<file path="src/rtl/two_queue_page_buffer_table_macros.svh">
// Assertion macros for the two-queue page buffer table.
// Included by the top level; needs nothing else.
`ifndef TWO_QUEUE_PAGE_BUFFER_TABLE_MACROS_SVH
`define TWO_QUEUE_PAGE_BUFFER_TABLE_MACROS_SVH
`ifndef SYNTHESIS
// Condition a implies condition c in the same cycle.
`define TQPB_ASSERT_SAME(label, clk, rst, a, c) \
  label: assert property (@(posedge clk) disable iff (rst) (a) |-> (c)) \
    else $error("tqpb check failed");
// Condition a implies condition c in the next cycle.
`define TQPB_ASSERT_NEXT(label, clk, rst, a, c) \
  label: assert property (@(posedge clk) disable iff (rst) (a) |=> (c)) \
    else $error("tqpb check failed");
`else
`define TQPB_ASSERT_SAME(label, clk, rst, a, c)
`define TQPB_ASSERT_NEXT(label, clk, rst, a, c)
`endif
`endif

</file>
<file path="src/rtl/tqpb_pkg.sv">
// Shared types and constants of the two-queue page buffer table.
// Used by every module of the block; depends on nothing.
package tqpb_pkg;

  localparam int FRAMES  = 16;
  localparam int FRAME_W = $clog2(FRAMES);
  localparam int CNT_W   = $clog2(FRAMES + 1);
  localparam int PAGE_W  = 64;
  localparam int FIX_W   = 8;
  localparam logic [FIX_W-1:0] FIX_MAX = '1;

  localparam logic OP_FIX   = 1'b0;
  localparam logic OP_UNFIX = 1'b1;

  typedef enum logic [2:0] {
    ST_OK        = 3'd0,
    ST_MISS      = 3'd1,
    ST_FULL      = 3'd2,
    ST_OVERFLOW  = 3'd3,
    ST_BAD_UNFIX = 3'd4
  } status_t;

  typedef logic [FRAME_W-1:0] frame_idx_t;

  typedef struct packed {
    logic              operation;
    logic [PAGE_W-1:0] page_id;
    logic [3:0]        frame_sel;
    logic              mark_dirty;
  } req_t;

  typedef struct packed {
    logic [2:0]        status;
    logic [3:0]        frame_index;
    logic              evicted_valid;
    logic [PAGE_W-1:0] evicted_page;
    logic              write_back;
  } res_t;

  // Command to one queue: remove the entry holding key, or append key at the tail.
  typedef struct packed {
    logic       remove;
    logic       push;
    frame_idx_t key;
  } qcmd_t;

endpackage

</file>
<file path="src/rtl/tqpb_queue_slot.sv">
// One slot of a frame queue: holds a frame number and shifts toward the head.
// Depends on tqpb_pkg.
module tqpb_queue_slot
  import tqpb_pkg::*;
(
  input  logic             clk,
  input  qcmd_t            cmd,
  input  frame_idx_t       idx,
  input  logic [CNT_W-1:0] length,
  input  logic             shift_in,
  input  frame_idx_t       next_frame,
  output frame_idx_t       frame,
  output logic             shift_out
);

  logic live;
  logic tail;
  logic match;

  // The slot is live below the queue length; the tail slot is the first free one.
  assign live  = CNT_W'(idx) < length;
  assign tail  = CNT_W'(idx) == length;
  assign match = live && (frame == cmd.key);

  // Every slot at or after the removed entry takes its neighbor's frame.
  assign shift_out = shift_in | match;

  always_ff @(posedge clk) begin
    if (cmd.remove && shift_out) begin
      frame <= next_frame;
    end else if (cmd.push && tail) begin
      frame <= cmd.key;
    end
  end

endmodule

</file>
<file path="src/rtl/tqpb_queue.sv">
// Frame queue built as a row of slots with a length counter.
// Depends on tqpb_pkg and tqpb_queue_slot.
module tqpb_queue
  import tqpb_pkg::*;
(
  input  logic                    clk,
  input  logic                    rst,
  input  qcmd_t                   cmd,
  output frame_idx_t [FRAMES-1:0] frames,
  output logic [CNT_W-1:0]        length
);

  logic [FRAMES:0] shift;

  assign shift[0] = 1'b0;

  // Row of slots; the removal mark ripples from the head toward the tail.
  for (genvar k = 0; k < FRAMES; k++) begin : g_slot
    frame_idx_t nxt;
    if (k == FRAMES - 1) begin : g_last
      assign nxt = frames[k];
    end else begin : g_mid
      assign nxt = frames[k + 1];
    end
    tqpb_queue_slot u_slot (
      .clk        (clk),
      .cmd        (cmd),
      .idx        (FRAME_W'(k)),
      .length     (length),
      .shift_in   (shift[k]),
      .next_frame (nxt),
      .frame      (frames[k]),
      .shift_out  (shift[k + 1])
    );
  end

  // The length drops when a live entry matched and grows on an append while not full.
  always_ff @(posedge clk) begin
    if (rst) begin
      length <= '0;
    end else if (cmd.remove && shift[FRAMES]) begin
      length <= length - CNT_W'(1);
    end else if (cmd.push && (length < CNT_W'(FRAMES))) begin
      length <= length + CNT_W'(1);
    end
  end

endmodule

</file>
<file path="src/rtl/two_queue_page_buffer_table.sv">
// Two-queue page buffer table. An unfix is settled in the unfix state after accept;
// a fix scans the used frames for its page, then takes a hit step (and an LRU append
// unless its fix count is at the limit) or a miss and a load, first searching the FIFO
// then LRU queue for an unfixed victim if the table is full. One item is in work at a time.
// Synchronous reset empties both queues and clears all fix counts and dirty marks.
// The done strobe lasts one cycle and the receiver cannot stall it.
// Depends on tqpb_pkg, tqpb_queue and the assertion macro header.
`include "two_queue_page_buffer_table_macros.svh"

module two_queue_page_buffer_table
  import tqpb_pkg::*;
(
  input  logic clk,
  input  logic rst,
  input  logic start,
  input  req_t request,
  output logic busy,
  output logic done,
  output res_t result
);

  typedef enum logic [2:0] {
    S_IDLE,
    S_UNFIX,
    S_LOOKUP,
    S_HIT,
    S_LRU_PUSH,
    S_MISS,
    S_VICTIM,
    S_LOAD
  } state_t;

  state_t state;

  // Frame table.
  logic [PAGE_W-1:0] frame_page [FRAMES];
  logic [FIX_W-1:0]  fix_count  [FRAMES];
  logic [FRAMES-1:0] dirty_mark;
  logic [CNT_W-1:0]  frames_in_use;

  // Work registers of the item in progress.
  req_t       req;
  frame_idx_t scan;
  logic       phase_lru;
  frame_idx_t target;

  // Queue interfaces.
  qcmd_t                   fifo_cmd;
  qcmd_t                   lru_cmd;
  frame_idx_t [FRAMES-1:0] fifo_frames;
  frame_idx_t [FRAMES-1:0] lru_frames;
  logic [CNT_W-1:0]        fifo_len;
  logic [CNT_W-1:0]        lru_len;

  frame_idx_t        cand;
  logic              cand_live;
  logic              cand_free;
  frame_idx_t        rd_addr;
  logic [PAGE_W-1:0] page_rd;
  logic              scan_used;
  frame_idx_t        sel;
  logic              sel_ok;
  logic [CNT_W:0]    queued_total;

  tqpb_queue u_fifo (
    .clk    (clk),
    .rst    (rst),
    .cmd    (fifo_cmd),
    .frames (fifo_frames),
    .length (fifo_len)
  );

  tqpb_queue u_lru (
    .clk    (clk),
    .rst    (rst),
    .cmd    (lru_cmd),
    .frames (lru_frames),
    .length (lru_len)
  );

  // Victim candidate at the scan position of the queue being searched.
  assign cand      = phase_lru ? lru_frames[scan] : fifo_frames[scan];
  assign cand_live = CNT_W'(scan) < (phase_lru ? lru_len : fifo_len);
  assign cand_free = cand_live && (fix_count[cand] == '0);

  // Frames are taken lowest first and never released, so the used ones are a prefix.
  assign scan_used = CNT_W'(scan) < frames_in_use;
  assign sel       = req.frame_sel;
  assign sel_ok    = (CNT_W'(sel) < frames_in_use) && (fix_count[sel] != '0);

  // One read port on the page table: lookup scan or victim candidate.
  assign rd_addr = (state == S_LOOKUP) ? scan : cand;
  assign page_rd = frame_page[rd_addr];

  assign queued_total = {1'b0, fifo_len} + {1'b0, lru_len};

  // Queue commands for the current step.
  always_comb begin
    fifo_cmd = '0;
    lru_cmd  = '0;
    case (state)
      S_HIT: begin
        if (fix_count[target] != FIX_MAX) begin
          fifo_cmd.remove = 1'b1;
          fifo_cmd.key    = target;
          lru_cmd.remove  = 1'b1;
          lru_cmd.key     = target;
        end
      end
      S_LRU_PUSH: begin
        lru_cmd.push = 1'b1;
        lru_cmd.key  = target;
      end
      S_VICTIM: begin
        if (cand_free) begin
          if (phase_lru) begin
            lru_cmd.remove = 1'b1;
            lru_cmd.key    = cand;
          end else begin
            fifo_cmd.remove = 1'b1;
            fifo_cmd.key    = cand;
          end
        end
      end
      S_LOAD: begin
        fifo_cmd.push = 1'b1;
        fifo_cmd.key  = target;
      end
      default: begin
      end
    endcase
  end

  // Sequencer, frame table and registered result.
  always_ff @(posedge clk) begin
    if (rst) begin
      state         <= S_IDLE;
      busy          <= 1'b0;
      done          <= 1'b0;
      dirty_mark    <= '0;
      frames_in_use <= '0;
      for (int i = 0; i < FRAMES; i++) begin
        fix_count[i] <= '0;
      end
    end else begin
      done <= 1'b0;
      case (state)
        S_IDLE: begin
          if (start) begin
            req       <= request;
            scan      <= '0;
            phase_lru <= 1'b0;
            result    <= '0;
            busy      <= 1'b1;
            state     <= (request.operation == OP_UNFIX) ? S_UNFIX : S_LOOKUP;
          end
        end
        S_UNFIX: begin
          result.frame_index <= 4'(sel);
          if (sel_ok) begin
            fix_count[sel] <= fix_count[sel] - FIX_W'(1);
            if (req.mark_dirty) begin
              dirty_mark[sel] <= 1'b1;
            end
            result.status <= ST_OK;
          end else begin
            result.status <= ST_BAD_UNFIX;
          end
          done  <= 1'b1;
          busy  <= 1'b0;
          state <= S_IDLE;
        end
        S_LOOKUP: begin
          if (scan_used && (page_rd == req.page_id)) begin
            target <= scan;
            state  <= S_HIT;
          end else if (!scan_used || (scan == FRAME_W'(FRAMES - 1))) begin
            state <= S_MISS;
          end else begin
            scan <= scan + FRAME_W'(1);
          end
        end
        S_HIT: begin
          result.frame_index <= 4'(target);
          if (fix_count[target] == FIX_MAX) begin
            result.status <= ST_OVERFLOW;
            done          <= 1'b1;
            busy          <= 1'b0;
            state         <= S_IDLE;
          end else begin
            fix_count[target] <= fix_count[target] + FIX_W'(1);
            result.status     <= ST_OK;
            state             <= S_LRU_PUSH;
          end
        end
        S_LRU_PUSH: begin
          done  <= 1'b1;
          busy  <= 1'b0;
          state <= S_IDLE;
        end
        S_MISS: begin
          if (frames_in_use < CNT_W'(FRAMES)) begin
            target        <= frames_in_use[FRAME_W-1:0];
            frames_in_use <= frames_in_use + CNT_W'(1);
            state         <= S_LOAD;
          end else begin
            scan      <= '0;
            phase_lru <= 1'b0;
            state     <= S_VICTIM;
          end
        end
        S_VICTIM: begin
          if (cand_free) begin
            target               <= cand;
            result.evicted_valid <= 1'b1;
            result.evicted_page  <= page_rd;
            result.write_back    <= dirty_mark[cand];
            state                <= S_LOAD;
          end else if (!cand_live || (scan == FRAME_W'(FRAMES - 1))) begin
            if (!phase_lru) begin
              phase_lru <= 1'b1;
              scan      <= '0;
            end else begin
              result.status <= ST_FULL;
              done          <= 1'b1;
              busy          <= 1'b0;
              state         <= S_IDLE;
            end
          end else begin
            scan <= scan + FRAME_W'(1);
          end
        end
        S_LOAD: begin
          frame_page[target] <= req.page_id;
          fix_count[target]  <= FIX_W'(1);
          dirty_mark[target] <= 1'b0;
          result.status      <= ST_MISS;
          result.frame_index <= 4'(target);
          done               <= 1'b1;
          busy               <= 1'b0;
          state              <= S_IDLE;
        end
        default: begin
          busy  <= 1'b0;
          state <= S_IDLE;
        end
      endcase
    end
  end

  // A result is only shown once the block is free again.
  `TQPB_ASSERT_SAME(a_done_not_busy, clk, rst, done, !busy)
  // An accepted item keeps the block busy in the next cycle with no result yet.
  `TQPB_ASSERT_NEXT(a_accept_busy, clk, rst, start && !busy, busy && !done)
  // Between items the two queue lengths add up to the count of used frames.
  `TQPB_ASSERT_SAME(a_queues_cover, clk, rst, !busy, queued_total == {1'b0, frames_in_use})
  // The count of used frames never passes the table size.
  `TQPB_ASSERT_SAME(a_use_bound, clk, rst, 1'b1, frames_in_use <= CNT_W'(FRAMES))

endmodule

</file>
<file path="config.mk">
export PLATFORM = sky130hd
export DESIGN_NAME = two_queue_page_buffer_table
export DESIGN_NICKNAME = d
export VERILOG_FILES = /design/src/rtl/tqpb_pkg.sv /design/src/rtl/tqpb_queue_slot.sv /design/src/rtl/tqpb_queue.sv /design/src/rtl/two_queue_page_buffer_table.sv
export VERILOG_INCLUDE_DIRS = /design/src /design/src/rtl
export SDC_FILE = /design/constraint.sdc
export NUM_CORES = 2
export LEC_CHECK = 0
export ABC_AREA = 1
export CAP_MARGIN = 20
export CORE_MARGIN = 2
export CORE_UTILIZATION = 50
export DETAILED_ROUTE_END_ITERATION = 8
export DONT_BUFFER_PORTS = 1
export GPL_TIMING_DRIVEN = 0
export HOLD_SLACK_MARGIN = 0.15
export PLACE_DENSITY = 0.68
export SKIP_LAST_GASP = 1
export SLEW_MARGIN = 20
export SYNTH_ARGS = -nofsm -noshare
export SYNTH_HDL_FRONTEND = slang
export SYNTH_SLANG_ARGS = --single-unit
</file>
<file path="constraint.sdc">
create_clock -name clk -period 7.2 [get_ports clk]
set_clock_uncertainty 0.1 [all_clocks]
set_input_delay 0 -clock clk [delete_from_list [all_inputs] [get_ports clk]]
set_output_delay 0 -clock clk [all_outputs]
set_load 0.01 [all_outputs]
</file>
## Word-level counts from Yosys, hierarchy flattened

Memory sizes are Yosys's and may differ from the RTL's. A register that Yosys moved wholly into a read port is not among the register bits.
Cells that the tools add are included.

| word-level totals | value |
|---|---|
| bits in registers | 315 |
| word-level logic and storage cells | 564 |
| memories kept | 2 |
| input bits | 73 |
| bits in writable memories | 1152 |
| output and inout port bits | 75 |

| operators by class | value |
|---|---|
| reductions and logical operators | 169 |
| equal/unequal tests | 90 |
| bitwise gates (word level) | 37 |
| $lt $le $gt $ge | 44 |
| multiplexer cells | 164 |
| add/sub/neg operators | 8 |

Memory list:

| name | depth | bits a word | rd ports | clocked after memory_dff | wr ports | RTL line | text |
|---|---|---|---|---|---|---|---|
| frame_page | 16 | 64 | 1 | 0 | 1 | two_queue_page_buffer_table.sv:36 | `logic [PAGE_W-1:0] frame_page [FRAMES];` |
| fix_count | 16 | 8 | 3 | 2 | 16 | two_queue_page_buffer_table.sv:37 | `logic [FIX_W-1:0] fix_count [FRAMES];` |

Operators with widths:

| cell | number |
|---|---|
| 4-bit 2-to-1 mux | 83 |
| 66-bit case mux with 2 select lines | 1 |
| 4-bit equality test | 32 |
| 1-bit logical AND | 103 |
| 4-bit by 5-bit equality test with 1-bit output (first input constant) | 16 |
| 4-bit by 5-bit less-than comparator with 1-bit output (first input constant) | 16 |
| 73-bit 2-to-1 mux | 1 |
| 2-bit nonzero test | 34 |
| 66-bit 2-to-1 mux | 1 |
| 64-bit equality test | 1 |
| 4-bit case mux with 3 select lines | 4 |
| 3-bit by 5-bit equality test with 1-bit output (first input constant) | 8 |
| 3-bit by 5-bit less-than comparator with 1-bit output (first input constant) | 8 |
| 1-bit 2-to-1 mux | 37 |
| 3-bit 2-to-1 mux | 11 |
| 4-bit binary-select mux with 4-bit select | 2 |
| 16-bit 2-to-1 mux | 2 |
| 16-bit case mux with 2 select lines | 1 |
| 1-bit bitwise OR | 31 |
| 5-bit 2-to-1 mux | 5 |
| 8-bit 2-to-1 mux | 3 |
| 2-bit inequality test (second input constant) | 12 |
| 2-bit by 5-bit equality test with 1-bit output (first input constant) | 4 |
| 1-bit by 5-bit less-than comparator with 1-bit output (first input constant) | 4 |
| other kinds (51) | 92 |

## Longest topological paths before layout

An unclocked memory read counts as a cell.

| logic depth | value |
|---|---|
| word-level depth | 28 |
| depth in mapped cells | 37 |
| depth with buffers taken out | 36 |

## Modules after synthesis

From an unflattened synthesis, not the netlist that was laid out.

| unflattened totals | value |
|---|---|
| cells, all modules | 7226 |
| area total of the unflattened synthesis | 71402.2 um2 |

Modules (own cells, without submodules):

| module | sequential area each (um2) | cells an instance | area each (um2) | times used |
|---|---|---|---|---|
| two_queue_page_buffer_table | 39808.2 | 5366 | 58179.5 | 1 |
| tqpb_queue_slot | 120.1 | 54 | 389.1 | 32 |
| tqpb_queue | 100.1 | 66 | 385.4 | 2 |

## Least setup slack after synthesis

OpenSTA, ideal clock, no wires.

| timing path | value |
|---|---|
| path type | flip-flop to flip-flop |
| start | register scan[1] |
| end | register result[0] (netlist bit) (enable) |
| clock period less this slack | 7360 ps |
| arrival time | 6689 ps |
| path buffers | 3 |
| stages on the path, launching flop included | 21 |
| library setup time | 572 ps |
| slack | -160 ps |
| required time | 6528 ps |
| cells stage by stage | edfxtp_1 buf_4 inv_2 buf_2 a21oi_1 o21ai_0 nand3_1 nand3_1 nand3_1 nand2_2 inv_2 buf_6 nand2_1 nand3_1 nand3_1 nand2_2 nor2_8 inv_1 nand2_1 o21ai_0 nor3_1 |

| between the ends | value |
|---|---|
| longest elaborated chain between the ends | 8 |
| elaborated cells between the ends (all ways) | 11 |
| classes of those cells | 1 x order compare; 1 x eq/ne; 5 x mux; 3 x reduce/logical; 1 x memory |

RTL lines:

| item | RTL line | text |
|---|---|---|
| start: declaration | two_queue_page_buffer_table.sv:43 | `frame_idx_t scan;` |
| start signal: assignment | two_queue_page_buffer_table.sv:180 | `scan <= scan + FRAME_W'(1);` |
| start signal: assignment | two_queue_page_buffer_table.sv:230 | `scan <= scan + FRAME_W'(1);` |
| 4-bit binary-select mux with 4-bit select | two_queue_page_buffer_table.sv:82 | `assign cand = phase_lru ? lru_frames[scan] : fifo_frames[scan];` |
| 4-bit 2-to-1 mux (not written as such) | two_queue_page_buffer_table.sv:82 |  |
| 4-bit 2-to-1 mux | two_queue_page_buffer_table.sv:82 |  |
| memory 16 x 8 bit | - |  |
| 8-bit logical NOT | two_queue_page_buffer_table.sv:84 | `assign cand_free = cand_live && (fix_count[cand] == '0);` |
| 1-bit logical AND (*) | two_queue_page_buffer_table.sv:84 |  |
| 2-bit inequality test (no source line) (*) | - |  |
| 4-bit AND reduction (no source line) (*) | - |  |
| end: declaration | two_queue_page_buffer_table.sv:19 | `output res_t result` |

Every way passes the cells marked *; elsewhere a longest branch is shown, timed or not. The select of a mux whose other input is x is not followed.
A chain may end at the register's enable or synchronous reset.

## Worst setup path in the final report

| timing path | value |
|---|---|
| start | register scan[1] |
| end | register target[3] (enable) |

| between the ends | value |
|---|---|
| longest elaborated chain between the ends | 9 |
| elaborated cells between the ends (all ways) | 17 |
| classes of those cells | 2 x order compare; 3 x eq/ne; 6 x mux; 4 x reduce/logical; 2 x memory |

RTL lines:

| item | RTL line | text |
|---|---|---|
| 4-bit binary-select mux with 4-bit select | two_queue_page_buffer_table.sv:82 |  |
| 4-bit 2-to-1 mux (not written as such) | two_queue_page_buffer_table.sv:82 |  |
| 4-bit 2-to-1 mux | two_queue_page_buffer_table.sv:82 |  |
| 4-bit 2-to-1 mux | two_queue_page_buffer_table.sv:92 | `assign rd_addr = (state == S_LOOKUP) ? scan : cand;` |
| memory 16 x 64 bit | - |  |
| 64-bit equality test | two_queue_page_buffer_table.sv:174 | `if (scan_used && (page_rd == req.page_id)) begin` |
| 1-bit logical AND | two_queue_page_buffer_table.sv:174 |  |
| 2-bit by 1-bit inequality test with 1-bit output (no source line) | - |  |
| 5-bit AND reduction (no source line) (*) | - |  |
| end signal: assignment | two_queue_page_buffer_table.sv:175 | `target <= scan;` |
| end signal: assignment | two_queue_page_buffer_table.sv:203 | `target <= frames_in_use[FRAME_W-1:0];` |
| end signal: assignment | two_queue_page_buffer_table.sv:214 | `target <= cand;` |
| end: declaration | two_queue_page_buffer_table.sv:45 | `frame_idx_t target;` |

Marked as above.

==> flow_summary.yaml <==
placed_design:
  hpwl_mm: 163
  io_buffers: 0
  dp.cells: 7736
  gp_congestion: 0.968
global_routing:
  grt_pass1_wl_mm: 343
  overflow: 0
  grt_pass1_vias: 49700
  grt_max_degree: 41
  grtUsageTotal_pct: 35.0
  grt_antenna_before_repair: 8
floorplan:
  start_util_pct: 50.5
  die-area_sq_um: 134000
  core_sq_um: 130000
  num_rows: 132
  die_height_microns: 366
  io_pins: 148
  fp.dieW_microns: 366
route:
  wl_per_cell_microns: 29.4
  vias: 52500
  drtIter0Drc: 8375
  viasPerCell: 6.43
  antenna_left: 0
  dr.pass1.iters: 9
  drcViolationCount: 0
  wl_mm: 240
power:
  netSwitchingPower_mw: 17.8
  internal_power_mw: 18.8
  total_power_mw: 36.6
  p_comb_share_pct: 49.6
  p_leak_nw: 26.6
  p_per_area_nw_per_um2: 481
  switching_share_pct: 48.6
  ir_worst_vdd_mv: 0.371
  seq_power_share_pct: 28.8
  pwr-share-clk_pct: 21.5
finish:
  fillers: 10700
  seq_area_sq_um: 43900
  final_cell_count_no_fill: 8159
  nNetsFinal: 6390
  finish.utilization_pct: 58.6
  drive_above_1_share_pct: 8.67
  area_growth_syn_to_layout_pct: 16.0
  multi_input_comb_area_sq_um: 18900
clock_network:
  cts.clk_slew.worst_paths_ns: 0.06
  cts_sinks: 1475
  cts_setup_buffers: 0
  cts_tree: "built"
  htree_levels: 4
  clockBufferDepth: 3
  numCtsBuffers: 152
  clk_latency_ns: 0.83
  cts-root-buf: "clkbuf_16"
logic_synthesis:
  synth_edf_count: 1431
  ys_types: 55
  synth_warnings: 0
  syn_area_per_cell_sq_um: 11.1
  ys.flop_type: "edfxtp_1"
  synth-seq-cells: 1475
  synth_cells: 5912
  syn_nets: 6009
  synth-async-reset-ratio_pct: 0
  seq_area_frac_synth_pct: 66.9
  netlist_area_sq_um: 65600
critical_path:
  critical-path-top-delay-family: "simple AND/OR/NAND/NOR gates"
  endpoint_kind: "register"
  worstSetupPathType: "register to register"
  arrival_ns: 7.56
  critPathMaxStageDelay_ns: 0.70
  startpoint_type: "register"
  cpMaxStageDelayCell: "clkbuf_1"
  path_buf_inv: 11
  crit_top_cell: "nand2_1"
  cp.required_ns: 7.60
  crit_fanout: 12
timing:
  tightestPinTransition_ns: 1.19
  fin_crit_sh_pct: 99.4
  slew-limit-headroom_pct: 20.5
  holdWs_ns: 0.225
  rsz0062_at_grt: "no"
  min_period_ns: 7.16
  hold_viol_final: 0
  setup_viol: 0
  final-max-slew-violation-count: 0
  fmax_mhz: 140
min_path:
  hp-class: "input pin to register"
job:
  maxCapViolCount: 0
status:
  status: "finished clean"
-- routing by layer --
| metal | track usage [%] | share of wire (%) | vias up |
|---|---|---|---|
| li1 | - | - | 22200 |
| met1 | 47.0 | 37 | 25400 |
| met2 | 53.5 | 45 | 4095 |
| met3 | 8.15 | 13 | 782 |
| met4 | 17.7 | 5.6 | 10 |
| met5 | 0 | 0.030 | - |
-- worst paths after layout --
path,from,end,cells after the start,slack (ns)
max,scan[1],target[3],29,0.04
min,request[33],req[33],2,0.22
max reg2reg,scan[1],target[3],29,0.04
min reg2reg,dirty_mark[12],dirty_mark[12],2,0.37
-- what timing repair did --
item,CTS,global route
hold buffers,147,0
endpoints found under the setup margin,15,169
hold endpoints to repair,200,0
resized for setup,7,60
-- logic make-up (layout without fill, tap and decap cells) --
group                    after synthesis  count (layout)  share of synthesized area [%]
AO/OA/AOI/OAI                       1569            1569                           13.9
XOR/XNOR                              93              93                           1.24
flip-flops                          1475            1475                           66.9
AND/OR/NAND/NOR                     2018            2018                           12.9
buffers and inverters                733            1235                           4.57
adder cells (fa/ha/maj)               24              24                          0.458
other                                  0               3                              0
-- Yosys cell counts (5+ instances only) --
cell	n	area [sq um]
edfxtp_1	1431	43000
nor2_1	902	3390
o21ai_0	826	4130
nand2_1	652	2450
inv_1	343	1290
nand3_1	274	1370
a21oi_1	252	1260
clkbuf_1	215	807
o221ai_1	196	1720
o211ai_1	122	916
buf_2	99	495
o22ai_1	73	457
xor2_1	69	604
nand4_1	60	375
o21ai_1	51	255
dfxtp_1	44	881
nor4_1	38	238
nor3_1	31	155
inv_2	28	105
ha_1	24	300
xnor2_1	24	210
buf_1	19	71.3
or2_2	16	100
buf_4	14	105
a211oi_1	13	97.6
nand2_2	11	68.8
buf_6	9	101
nand3_2	9	90.1
o2111ai_1	9	78.8
clkinv_1	6	22.5
nand3b_1	5	37.5
-- state kept, by name (all words and copies together) (netlist names), 3 cells and up, named ones only --
register and cells:
target 4, u_lru.g_slot.u_slot.frame 64, fix_count 128, frames_in_use 5, u_lru.length 5, result 73
scan 4, state 3, req 65, u_fifo.g_slot.u_slot.frame 64, u_fifo.length 5, dirty_mark 16
sel 4, frame_page 1024
-- layout make-up --
type	instances	area share, %
multi-input cells	3704	24.8
clock inverters	83	1.12
repair buffers	229	4.18
plain buffers	354	2.13
clock buffers	192	5.36
flip-flops and latches	1475	57.6
inverters	377	1.87
well taps	1742	2.86
diodes	3	0.00987
-- through the flow --
step | cell area (sq um) | TNS, ns | setup WS [ns]
after floorplan | 65600 | 0 | 0.977
after global placement | 67800 | -2642.07 | -6.51
after detailed placement | 69600 | -5.96 | -0.494
after CTS | 76000 | 0 | 0.00601
after global routing | 76100 | 0 | 0.0396
final | 76100 | 0 | 0.0429
-- layout by cell type, fill, tap and decap left out, types with 69 or more instances in the layout --
master,Yosys,routed
a21oi_1,252,252
buf_2,99,97
clkbuf_1,215,211
clkbuf_16,0,155
dlygate4sd3_1,0,147
edfxtp_1,1431,1431
inv_1,343,343
nand2_1,652,652
nand3_1,274,273
nor2_1,902,887
o211ai_1,122,122
o21ai_0,826,825
o221ai_1,196,196
o22ai_1,73,73
xor2_1,69,69
-- power by group through the flow --
stage	registers, mW	logic, mW	clock network, mW
after floorplan	10.5	9.86	0
after global placement	10.7	16.9	0
after detailed placement	10.7	17.1	0
after CTS	10.5	17.3	7.86
after global routing	10.6	18.9	8.20
final	10.5	18.2	7.87
Power figures use the tool's default switching activity.
